<file path="src/sv/ppcf_pkg.sv">
// Package: widths, defaults, state type and status struct of the change filter.
package ppcf_pkg;

    localparam int SLOT_COUNT_DEF    = 16;
    localparam int PAYLOAD_BYTES_DEF = 8;

    localparam int ADDR_W     = 48;
    localparam int KIND_W     = 2;
    localparam int KEY_W      = ADDR_W + KIND_W;
    localparam int LEN_W      = 4;
    localparam int DATA_W     = 64;
    localparam int SLOT_NUM_W = 4;

    typedef enum logic [1:0] {
        ST_IDLE,
        ST_SCAN,
        ST_FINISH
    } state_t;

    typedef struct packed {
        logic busy;
        logic finish;
        logic found;
        logic have_free;
    } lookup_status_t;

endpackage

</file>
<file path="src/sv/ppcf_ram.sv">
// Generic single-write, single-read RAM with registered read data.
module ppcf_ram #(
    parameter int WIDTH = 8,
    parameter int DEPTH = 16,
    localparam int AW = (DEPTH > 1) ? $clog2(DEPTH) : 1
) (
    input  logic             clk,
    input  logic             we,
    input  logic [AW-1:0]    waddr,
    input  logic [WIDTH-1:0] wdata,
    input  logic [AW-1:0]    raddr,
    output logic [WIDTH-1:0] rdata
);

    logic [WIDTH-1:0] mem [DEPTH];
    logic [WIDTH-1:0] rdata_reg;

    always_ff @(posedge clk)
    begin
        if (we)
        begin
            mem[waddr] <= wdata;
        end
        rdata_reg <= mem[raddr];
    end

    assign rdata = rdata_reg;

endmodule

</file>
<file path="src/sv/ppcf_lookup.sv">
// Slot scan: sequencer, occupancy bits, key compare and capture of the matching entry.
module ppcf_lookup #(
    parameter int SLOT_COUNT = ppcf_pkg::SLOT_COUNT_DEF,
    parameter int ENTRY_W    = ppcf_pkg::KEY_W + ppcf_pkg::LEN_W + 64,
    localparam int IDX_W = (SLOT_COUNT > 1) ? $clog2(SLOT_COUNT) : 1
) (
    input  logic                          clk,
    input  logic                          rst_n,
    input  logic                          start_accept,
    input  logic [ppcf_pkg::KEY_W-1:0]    key,
    output logic [IDX_W-1:0]              raddr,
    input  logic [ENTRY_W-1:0]            rdata,
    output ppcf_pkg::lookup_status_t      status,
    output logic [IDX_W-1:0]              slot_idx,
    output logic [ENTRY_W-1:0]            hit_entry
);

    localparam logic [IDX_W-1:0] LAST_IDX = IDX_W'(SLOT_COUNT - 1);

    ppcf_pkg::state_t state_reg, state_next;

    logic [SLOT_COUNT-1:0] occupied_reg, occupied_next;
    logic [IDX_W-1:0]      rd_idx_reg, rd_idx_next;
    logic                  rd_active_reg, rd_active_next;
    logic                  cmp_valid_reg, cmp_valid_next;
    logic [IDX_W-1:0]      cmp_idx_reg, cmp_idx_next;
    logic                  found_reg, found_next;
    logic                  have_free_reg, have_free_next;
    logic [IDX_W-1:0]      hit_idx_reg, hit_idx_next;
    logic [IDX_W-1:0]      free_idx_reg, free_idx_next;
    logic [ENTRY_W-1:0]    hit_entry_reg, hit_entry_next;

    logic cmp_occ;
    logic hit_now;
    logic last_cmp;

    assign cmp_occ  = occupied_reg[cmp_idx_reg];
    assign hit_now  = cmp_valid_reg && cmp_occ
                      && (rdata[ENTRY_W-1 -: ppcf_pkg::KEY_W] == key);
    assign last_cmp = cmp_valid_reg && (cmp_idx_reg == LAST_IDX);

    // Next state
    always_comb
    begin
        state_next = state_reg;
        unique case (state_reg)
            ppcf_pkg::ST_IDLE:
            begin
                if (start_accept)
                begin
                    state_next = ppcf_pkg::ST_SCAN;
                end
            end
            ppcf_pkg::ST_SCAN:
            begin
                if (hit_now || last_cmp)
                begin
                    state_next = ppcf_pkg::ST_FINISH;
                end
            end
            ppcf_pkg::ST_FINISH:
            begin
                state_next = ppcf_pkg::ST_IDLE;
            end
            default:
            begin
                state_next = ppcf_pkg::ST_IDLE;
            end
        endcase
    end

    // Scan datapath
    always_comb
    begin
        occupied_next  = occupied_reg;
        rd_idx_next    = rd_idx_reg;
        rd_active_next = rd_active_reg;
        cmp_valid_next = cmp_valid_reg;
        cmp_idx_next   = cmp_idx_reg;
        found_next     = found_reg;
        have_free_next = have_free_reg;
        hit_idx_next   = hit_idx_reg;
        free_idx_next  = free_idx_reg;
        hit_entry_next = hit_entry_reg;
        unique case (state_reg)
            ppcf_pkg::ST_IDLE:
            begin
                rd_idx_next    = '0;
                rd_active_next = 1'b1;
                cmp_valid_next = 1'b0;
                found_next     = 1'b0;
                have_free_next = 1'b0;
            end
            ppcf_pkg::ST_SCAN:
            begin
                // issue one read per cycle; its data is compared in the next cycle
                cmp_valid_next = rd_active_reg;
                cmp_idx_next   = rd_idx_reg;
                if (rd_idx_reg == LAST_IDX)
                begin
                    rd_active_next = 1'b0;
                end
                else
                begin
                    rd_idx_next = rd_idx_reg + 1'b1;
                end
                if (hit_now)
                begin
                    found_next     = 1'b1;
                    hit_idx_next   = cmp_idx_reg;
                    hit_entry_next = rdata;
                    rd_active_next = 1'b0;
                    cmp_valid_next = 1'b0;
                end
                else if (cmp_valid_reg && !cmp_occ && !have_free_reg)
                begin
                    have_free_next = 1'b1;
                    free_idx_next  = cmp_idx_reg;
                end
            end
            ppcf_pkg::ST_FINISH:
            begin
                // claim the free slot for an unknown peer
                if (!found_reg && have_free_reg)
                begin
                    occupied_next[free_idx_reg] = 1'b1;
                end
            end
            default:
            begin
                rd_active_next = 1'b0;
            end
        endcase
    end

    // Outputs
    always_comb
    begin
        raddr            = rd_idx_reg;
        status.busy      = (state_reg != ppcf_pkg::ST_IDLE);
        status.finish    = (state_reg == ppcf_pkg::ST_FINISH);
        status.found     = found_reg;
        status.have_free = have_free_reg;
        slot_idx         = found_reg ? hit_idx_reg : free_idx_reg;
        hit_entry        = hit_entry_reg;
    end

    always_ff @(posedge clk or negedge rst_n)
    begin
        if (!rst_n)
        begin
            state_reg     <= ppcf_pkg::ST_IDLE;
            occupied_reg  <= '0;
            rd_idx_reg    <= '0;
            rd_active_reg <= 1'b0;
            cmp_valid_reg <= 1'b0;
            cmp_idx_reg   <= '0;
            found_reg     <= 1'b0;
            have_free_reg <= 1'b0;
            hit_idx_reg   <= '0;
            free_idx_reg  <= '0;
        end
        else
        begin
            state_reg     <= state_next;
            occupied_reg  <= occupied_next;
            rd_idx_reg    <= rd_idx_next;
            rd_active_reg <= rd_active_next;
            cmp_valid_reg <= cmp_valid_next;
            cmp_idx_reg   <= cmp_idx_next;
            found_reg     <= found_next;
            have_free_reg <= have_free_next;
            hit_idx_reg   <= hit_idx_next;
            free_idx_reg  <= free_idx_next;
        end
    end

    always_ff @(posedge clk)
    begin
        hit_entry_reg <= hit_entry_next;
    end

endmodule

</file>
<file path="src/sv/peer_payload_change_filter.sv">
// Top level: per-peer payload change filter over a slot table in RAM.
//
// Usage:
//   A report is transferred at a rising edge with start high and busy low; the
//   address, kind, length and payload ports are sampled there. busy stays high
//   while the slot table is scanned. Exactly one result per report appears on
//   changed, table_full, newly_added and slot_number, marked by done, which is
//   high for a single cycle. The receiver cannot hold results off; none is
//   ever stalled. The scan reads one slot per cycle from the table RAM's
//   single read port, whose read data is registered, and stops at the first
//   matching slot. busy falls in the cycle in which done is shown, so the next
//   report may be transferred at the edge that ends it; no new report is taken
//   before the last one's result is shown.
//   Reset clears every slot's occupied bit at once; the RAM contents are not
//   cleared, since no entry is matched before its slot is claimed. The table is
//   usable in the first cycle after reset.
module peer_payload_change_filter #(
    parameter int SLOT_COUNT    = ppcf_pkg::SLOT_COUNT_DEF,
    parameter int PAYLOAD_BYTES = ppcf_pkg::PAYLOAD_BYTES_DEF
) (
    input  logic                              clk,
    input  logic                              rst_n,
    input  logic                              start,
    output logic                              busy,
    input  logic [ppcf_pkg::ADDR_W-1:0]       peer_address,
    input  logic [ppcf_pkg::KIND_W-1:0]       address_kind,
    input  logic [ppcf_pkg::LEN_W-1:0]        payload_length,
    input  logic [ppcf_pkg::DATA_W-1:0]       payload_bytes,
    output logic                              done,
    output logic                              changed,
    output logic                              table_full,
    output logic                              newly_added,
    output logic [ppcf_pkg::SLOT_NUM_W-1:0]   slot_number
);

    localparam int IDX_W   = (SLOT_COUNT > 1) ? $clog2(SLOT_COUNT) : 1;
    localparam int PW      = PAYLOAD_BYTES * 8;
    localparam int LEN_W   = ppcf_pkg::LEN_W;
    localparam int KEY_W   = ppcf_pkg::KEY_W;
    localparam int ENTRY_W = KEY_W + LEN_W + PW;
    localparam logic [LEN_W-1:0] MAX_LEN = LEN_W'(PAYLOAD_BYTES);

    ppcf_pkg::lookup_status_t status;

    logic                  start_accept;
    logic [KEY_W-1:0]      key_reg;
    logic [LEN_W-1:0]      len_reg;
    logic [ppcf_pkg::DATA_W-1:0] data_reg;

    logic [IDX_W-1:0]      raddr;
    logic [ENTRY_W-1:0]    rdata;
    logic [IDX_W-1:0]      slot_idx;
    logic [ENTRY_W-1:0]    hit_entry;

    logic [ppcf_pkg::DATA_W-1:0] byte_mask;
    logic [PW-1:0]         new_data;
    logic [PW-1:0]         old_data;
    logic [LEN_W-1:0]      old_len;
    logic                  full;
    logic                  added;
    logic                  chg;
    logic                  we;
    logic [ENTRY_W-1:0]    wdata;
    logic [IDX_W+ppcf_pkg::SLOT_NUM_W-1:0] slot_ext;

    logic                  done_reg;
    logic                  changed_reg;
    logic                  table_full_reg;
    logic                  newly_added_reg;
    logic [ppcf_pkg::SLOT_NUM_W-1:0] slot_number_reg;

    assign start_accept = start && !status.busy;
    assign busy         = status.busy;

    // Capture the report; saturate the length to the payload size
    always_ff @(posedge clk)
    begin
        if (start_accept)
        begin
            key_reg  <= {address_kind, peer_address};
            len_reg  <= (payload_length > MAX_LEN) ? MAX_LEN : payload_length;
            data_reg <= payload_bytes;
        end
    end

    ppcf_lookup #(
        .SLOT_COUNT (SLOT_COUNT),
        .ENTRY_W    (ENTRY_W)
    ) u_lookup (
        .clk          (clk),
        .rst_n        (rst_n),
        .start_accept (start_accept),
        .key          (key_reg),
        .raddr        (raddr),
        .rdata        (rdata),
        .status       (status),
        .slot_idx     (slot_idx),
        .hit_entry    (hit_entry)
    );

    ppcf_ram #(
        .WIDTH (ENTRY_W),
        .DEPTH (SLOT_COUNT)
    ) u_table (
        .clk   (clk),
        .we    (we),
        .waddr (slot_idx),
        .wdata (wdata),
        .raddr (raddr),
        .rdata (rdata)
    );

    always_comb
    begin
        for (int b = 0; b < ppcf_pkg::DATA_W / 8; b++)
        begin
            byte_mask[b*8 +: 8] = (LEN_W'(b) < len_reg) ? 8'hFF : 8'h00;
        end
    end

    assign new_data = data_reg[PW-1:0] & byte_mask[PW-1:0];
    assign old_data = hit_entry[PW-1:0] & byte_mask[PW-1:0];
    assign old_len  = hit_entry[PW +: LEN_W];

    assign full  = !status.found && !status.have_free;
    assign added = !status.found && status.have_free;

    // A freshly claimed slot holds length zero
    assign chg = status.found ? ((len_reg != old_len) || (old_data != new_data))
                              : (full || (len_reg != '0));

    // Write back on a claim or a change; a claim with no change stores length zero
    assign we       = status.finish && !full && (added || chg);
    assign wdata    = {key_reg, len_reg, new_data};
    assign slot_ext = {{ppcf_pkg::SLOT_NUM_W{1'b0}}, slot_idx};

    always_ff @(posedge clk or negedge rst_n)
    begin
        if (!rst_n)
        begin
            done_reg <= 1'b0;
        end
        else
        begin
            done_reg <= status.finish;
        end
    end

    always_ff @(posedge clk)
    begin
        if (status.finish)
        begin
            changed_reg     <= chg;
            table_full_reg  <= full;
            newly_added_reg <= added;
            slot_number_reg <= full ? '0 : slot_ext[ppcf_pkg::SLOT_NUM_W-1:0];
        end
    end

    assign done        = done_reg;
    assign changed     = changed_reg;
    assign table_full  = table_full_reg;
    assign newly_added = newly_added_reg;
    assign slot_number = slot_number_reg;

endmodule

</file>
<file path="config.mk">
export PLATFORM = sky130hd
export DESIGN_NAME = peer_payload_change_filter
export DESIGN_NICKNAME = d
export VERILOG_FILES = /design/src/sv/ppcf_pkg.sv /design/src/sv/ppcf_ram.sv /design/src/sv/ppcf_lookup.sv /design/src/sv/peer_payload_change_filter.sv
export SDC_FILE = /design/constraint.sdc
export NUM_CORES = 2
export LEC_CHECK = 0
export ABC_AREA = 1
export BUFFER_PORTS_ARGS = -buffer_cell sky130_fd_sc_hd__buf_2
export CAP_MARGIN = 10
export CORE_MARGIN = 4
export CORE_UTILIZATION = 50
export DETAILED_ROUTE_END_ITERATION = 6
export GPL_ROUTABILITY_DRIVEN = 0
export GPL_TIMING_DRIVEN = 0
export PLACE_DENSITY = 0.68
export SYNTH_ARGS = -nofsm -noshare
export SYNTH_HDL_FRONTEND = slang
export SYNTH_SLANG_ARGS = --single-unit
</file>
<file path="constraint.sdc">
create_clock -name clk -period 7.5 [get_ports clk]
set_input_delay 0.75 -clock clk [delete_from_list [all_inputs] [get_ports clk]]
set_output_delay 0.75 -clock clk [all_outputs]
set_load 0.02 [all_outputs]
</file>
==> Word level (Yosys, flattened, before mapping) <==
Memories as Yosys holds them, arrays and structs flattened. A register that Yosys moved wholly into a read port is not among the register bits.
Index checks and enable logic that the tools add are counted.
{ "word_totals": {"romBits": 0, "mem_count": 1, "inputBits": 121, "latchBits": 0, "regBits": 232, "mem_bits_rw": 1888} }
{ "classes": {"order_cmp": 12, "bitwise_logic": 5, "div_mod_pow": 0, "n_mul": 0, "shifts": 0, "add_sub_neg": 1, "eq_ne": 14, "n_mux": 31, "n_reduce_logical": 32} }
{ "memory_table": {"columns": ["memory", "depth", "word_bits", "rd", "rd_clocked_by_memory_dff", "wr", "line_no", "text"], "rows": [
  ["u_table.mem", 16, 118, 1, 1, 1, "ppcf_ram.sv:15", "logic [WIDTH-1:0] mem [DEPTH];"]
]} }
{ "op_table": {"columns": ["operator", "count"], "rows": [
  ["bitwise AND 64 bit", 2],
  ["2-to-1 mux 8 bit", 8],
  ["!= test 64 bit", 1],
  ["equality test 50 bit", 1],
  ["< comparator 3 x 4 -> 1 bit (first input constant)", 4],
  ["OR 16 bit", 1],
  ["AND reduction 2 bit", 6],
  ["logical AND 1 bit", 11],
  ["2-to-1 mux 1 bit", 11],
  ["< comparator 4 x 5 -> 1 bit (second input constant)", 2],
  ["equality test 4 bit (second input constant)", 2],
  ["< comparator 1 x 4 -> 1 bit (first input constant)", 2],
  ["< comparator 2 x 4 -> 1 bit (first input constant)", 2],
  ["2-to-1 mux 4 bit", 2],
  ["one-hot mux 4 bit (2 select lines)", 1],
  ["!= test 2 x 1 -> 1 bit (second input constant)", 3],
  ["!= test 2 bit (second input constant)", 3],
  ["one-hot mux 1 bit (2 select lines)", 3],
  ["AND reduction 3 bit", 2],
  ["logical NOT 1 bit", 5],
  ["adder 4 x 1 -> 4 bit (second input constant)", 1],
  ["binary-select mux 1 bit (select 4 bit)", 1],
  ["demux 1 bit (select 4 bit)", 1],
  [">= comparator 4 x 1 -> 1 bit (second input constant)", 1],
  ["other kinds (13)", 19]
]} }

==> Longest topological paths before layout <==
{ "logic_depth": {"word_depth": 10, "depth_mapped": 14} }

==> By module <==
From an unflattened synthesis, not the netlist that was laid out.
{ "unflattened": {"cells_unflattened": 9008, "area_unflattened_um2": 95171.3} }
{ "by_module_without_submodules": {"columns": ["module", "area_each_um2", "seq_area_each_um2", "cells_per_inst", "instances"], "rows": [
  ["ppcf_ram", 82746.9, 59056.6, 7738, 1],
  ["ppcf_lookup", 6739.0, 4494.3, 680, 1],
  ["peer_payload_change_filter", 5685.5, 3778.6, 590, 1]
]} }

==> Worst setup path before layout <==
Ideal clock, no wire load.
{ "synth_path": {"path_kind": "register -> register", "startpoint": "register len_reg[3]", "endpoint": "memory u_table.mem[0][0] (netlist bit) (enable)", "setup_slack_ps": 344, "path_stages_with_launch": 9, "arrival_time_ps": 6560, "path_buffers": 0, "synth_period_minus_slack_ps": 7156, "path_cell_list": "edfxtp_1 > nor2_8 > nor2_1 > nand2_1 > nand4_1 > nor2_1 > nand3_2 > nand2_4 > nor2_1"} }
{ "synth_between": {"elab_chain_cells": 10} }
{ "synth_lines": {"columns": ["item", "line_no", "text"], "rows": [
  ["from (decl)", "peer_payload_change_filter.sv:47", "logic [LEN_W-1:0] len_reg;"],
  ["from (signal assigned)", "peer_payload_change_filter.sv:81", "len_reg <= (payload_length > MAX_LEN) ? MAX_LEN : payload_length;"],
  ["< comparator 2 x 4 -> 1 bit", "peer_payload_change_filter.sv:117", "byte_mask[b*8 +: 8] = (LEN_W'(b) < len_reg) ? 8'hFF : 8'h00;"],
  ["2-to-1 mux 8 bit", "peer_payload_change_filter.sv:117", null],
  ["bitwise AND 64 bit", "peer_payload_change_filter.sv:121", "assign new_data = data_reg[PW-1:0] & byte_mask[PW-1:0];"],
  ["via new_data[31]", "peer_payload_change_filter.sv:56", "logic [PW-1:0] new_data;"],
  ["!= test 64 bit", "peer_payload_change_filter.sv:129", "assign chg = status.found ? ((len_reg != old_len) || (old_data != new_data))"],
  ["logical OR 1 bit", "peer_payload_change_filter.sv:129", null],
  ["2-to-1 mux 1 bit", "peer_payload_change_filter.sv:129", null],
  ["logical OR 1 bit", "peer_payload_change_filter.sv:133", "assign we = status.finish && !full && (added || chg);"],
  ["logical AND 1 bit", "peer_payload_change_filter.sv:133", null],
  ["2-to-1 mux 1 bit", "ppcf_ram.sv:20", "if (we)"],
  ["2-to-1 mux 1 bit (implied by the code)", "ppcf_ram.sv:22", "mem[waddr] <= wdata;"],
  ["to (decl)", "ppcf_ram.sv:15", null]
]} }
The timed path passes the listed nets, and every way through them passes these cells.

==> Worst setup path after layout <==
{ "layout_path": {"startpoint": "register len_reg[3]", "endpoint": "memory u_table.mem[8][9] (netlist bit) (enable)"} }
Same word-level chain as after synthesis.

==> summary.md <==
| Metric | Value |
|---|---|
| Area leader, netlist | `edfxtp_1` |
| Largest net degree at the start of global routing | `40` |
| Drt drc | `0` |
| Multi-input logic area | `17,000 um2` |
| WHS | `0.0286 ns` |
| Post-Synth XOR/XNOR Area | `0.400%` |
| Antenna viol nets, final | `0` |
| Layout Nets | `6,965` |
| Post-CTS Hold Buffers | `0` |
| Final Util | `58.0%` |
| Fraction of the mapped netlist area in adder cells | `0.0146%` |
| Fin worst setup slack | `1.88 ns` |
| RSZ-0062 raised after global routing | `false` |
| Synth Area in Compound Gates | `8.87%` |
| Pwr/cell area | `250 nW/um2` |
| Required @ worst endpoint | `8.02 ns` |
| Die height | `421 um` |
| Vias per inst | `6.12` |
| Period minus WS final | `5.62 ns` |
| Total iterations of the first detailed-routing run | `6` |
| Fin. Hold Viols | `0` |
| Synth async-reset ratio | `1.74%` |
| Most frequent cell after synthesis | `edfxtp_1` |
| Synth top area cells | `edfxtp_1 73%, nand2_1 5.1%, o21ai_0 3.1%, nor2_1 2.8%, dfxtp_1 2.8%` |
| Number of max-cap violations | `0` |
| Final instance count without filler cells | `9,281` |
| Share of the synthesized area in the top cell type | `73.1%` |
| Routed WL per cell | `27.7 um` |
| Post-CTS Setup Bufs | `0` |
| Crit path max fanout | `22` |
| Max-slew violations | `0` |
| FF-to-FF path depth | `14` |
| Syn nets | `6,515` |
| VDD IR max | `0.000243 V` |
| Fin crit share | `74.9%` |
| Clock buffer depth | `3` |
| Leakage | `33.6 nW` |
| Initial antenna violation count | `13` |
| Gr usage total | `28.1%` |
| First-pass GRT wire length | `367,000 um` |
| Clock Latency Late Sink | `0.87 ns` |
| Dpl ws | `1.89 ns` |
| Max FFs per register | `1,888` |
| Relative slew slack | `12.9%` |
| Synth top cells by count | `2,081 x edfxtp_1, 1,168 x nand2_1, 637 x nor2_1` |
| Die W | `421 um` |
| Seq cells post-synth | `2,238` |
| Total grt overflow | `0` |
| Post-Syn Area | `85,500 um2` |
| Yosys warns | `0` |
| Status | `completed` |
| Routed vias | `56,800` |
| IO buf count | `129` |
| Main synth FF type | `edfxtp_1` |
| Unique masters post-synth | `42` |
| Measured slew at the worst slew-check pin | `1.31 ns` |
| Vias in the first global route | `55,000` |
| Iter 0 DRT Violations | `8,558` |
| Synthesis-to-layout area growth | `15.2%` |
| Worst setup EP type | `flop` |
| Final setup viols | `0` |
| EDFF count, synth | `2,081` |
| TritonCTS Buffers | `221` |
| Clock skew | `0.0658 ns` |
| # rows | `151` |
| Gates resized, CTS repair | `0` |
| Root Buffer | `clkbuf_16` |
| Clk sink count | `2,238` |
| Share of layout cells above drive strength 1 | `11.2%` |
| Post-Route Setup TNS | `0 ns` |
| Reg clk slew, reported paths | `0.06 ns` |
| Initial Util | `50.4%` |
| Sequential Area | `65,800 um2` |
| Hold WC Path Type | `input pin to async pin` |
| Startpoint Class | `flop` |
| Sequential area share after synthesis | `77.0%` |
| Total core area | `170,000 um2` |
| Synth Area per Inst | `13.4 um2` |
| # fillers | `12,900` |
| DP Cell Count | `8,837` |
| Largest family of logic cells by synthesized area | `simple AND/OR/NAND/NOR gates` |
| Finished layout cell area | `98,500 um2` |
| Clock H-tree levels | `4` |
| Crit Path Category | `flop to flop` |
| Mux share of post-synthesis cell area | `0%` |
| Wirelength, routed | `257,000 um` |
| CTS tree | `done` |
| Arr. time, crit path | `6.14 ns` |
| Placed cell areas | `91,000 um2` |
| Post-Syn Instances | `6,393` |
| Tot Pwr | `24.6 mW` |
| Hpwl dp | `168,000 um` |
| Fmax achieved | `178 MHz` |
| Simple-gate share of the synthesized area | `10.5%` |
| Ports | `130` |
| Die area | `178,000 um2` |
==> cells in the final DEF, fill, tap and decap left out, types with 5 or more instances in the layout <==
| master | n |
|---|---|
| edfxtp_1 | 2081 |
| nand2_1 | 1168 |
| nor2_1 | 630 |
| o21ai_0 | 521 |
| buf_2 | 286 |
| a21oi_1 | 270 |
| inv_1 | 244 |
| nand3_1 | 242 |
| clkbuf_1 | 235 |
| clkbuf_16 | 222 |
| o22ai_1 | 138 |
| a221oi_1 | 132 |
| o21ai_1 | 118 |
| nand4_1 | 118 |
| dfxtp_1 | 118 |
| o221ai_1 | 104 |
| buf_12 | 82 |
| clkinv_2 | 39 |
| dfrtp_1 | 39 |
| xnor2_1 | 36 |
| clkinv_1 | 36 |
| diode_2 | 21 |
| nor2_4 | 19 |
| bufinv_16 | 19 |
| buf_4 | 17 |
| clkbuf_8 | 15 |
| buf_6 | 14 |
| buf_16 | 14 |
| clkinv_16 | 8 |
| clkinvlp_4 | 8 |
| inv_2 | 7 |
| buf_1 | 6 |
| clkbuf_2 | 5 |
| clkinv_4 | 5 |
==> final cells by class <==
| class | instances | share of cell area (%) |
|---|---|---|
| Antenna cell | 21 | 0.0534 |
| Buffer | 373 | 1.82 |
| Clock buffer | 299 | 6.09 |
| Clock inverter | 123 | 1.39 |
| Inverter | 254 | 0.975 |
| Multi-Input combinational cell | 3528 | 17.3 |
| Sequential cell | 2238 | 66.9 |
| Tap cell | 2218 | 2.82 |
| Timing Repair Buffer | 227 | 2.74 |
==> worst paths after layout <==
check / end / startpoint / slack (ns)
max: u_table.mem[8][9]$_DFFE_PP_ / len_reg[3]$_SDFFCE_PN1P_ / 1.88
min: done$_DFF_PN0_ / rst_n / 0.03
max reg2reg: u_table.mem[8][9]$_DFFE_PP_ / len_reg[3]$_SDFFCE_PN1P_ / 1.88
min reg2reg: u_lookup.hit_entry[9]$_DFFE_PP_ / u_table.rdata[9]$_DFF_P_ / 0.35
max in group asynchronous: u_lookup.occupied_reg[9]$_DFFE_PN0P_ / rst_n / 6.91
min in group clk: key_reg[31]$_DFFE_PP_ / peer_address[31] / 0.06
==> cells by family (layout without fill, tap and decap cells) <==
family | count (synthesis) | after routing
other | 0 | 21
buffers and inverters | 627 | 1276
DFF | 2238 | 2238
adders and majority gates | 1 | 1
and+or+nand+nor | 2194 | 2194
xor gates and xnor gates | 39 | 39
AOI/OAI and AO/OA | 1294 | 1294
==> report_power, final <==
part	internal, mW	switching (mW)	leakage (nW)
logic	0.0223	0.0192	9.54
registers	13.4	0	20.5
clock network	6.31	4.84	3.57
==> worst max-delay path: stages, from the launching register on <==
cell,delay (ns)
edfxtp_1,0.88
nor2_8,0.20
nor2_1,0.90
nand2_1,0.47
nand4_1,0.23
nor2_1,0.11
nand3_2,0.23
nand2_4,0.20
buf_12,0.21
nor2_4,0.58
buf_12,0.28
buf_12,0.25
buf_12,0.23
buf_12,0.21
buf_16,0.19
==> metal layers <==
layer	wire length (um)	track usage (%)	part of all wire (%)
met1	94100	37.4	37
met2	120000	44.1	47
met3	29900	5.99	12
met4	13100	14.5	5.1
met5	13	0	0.0051
Power figures use the tool's default switching activity.
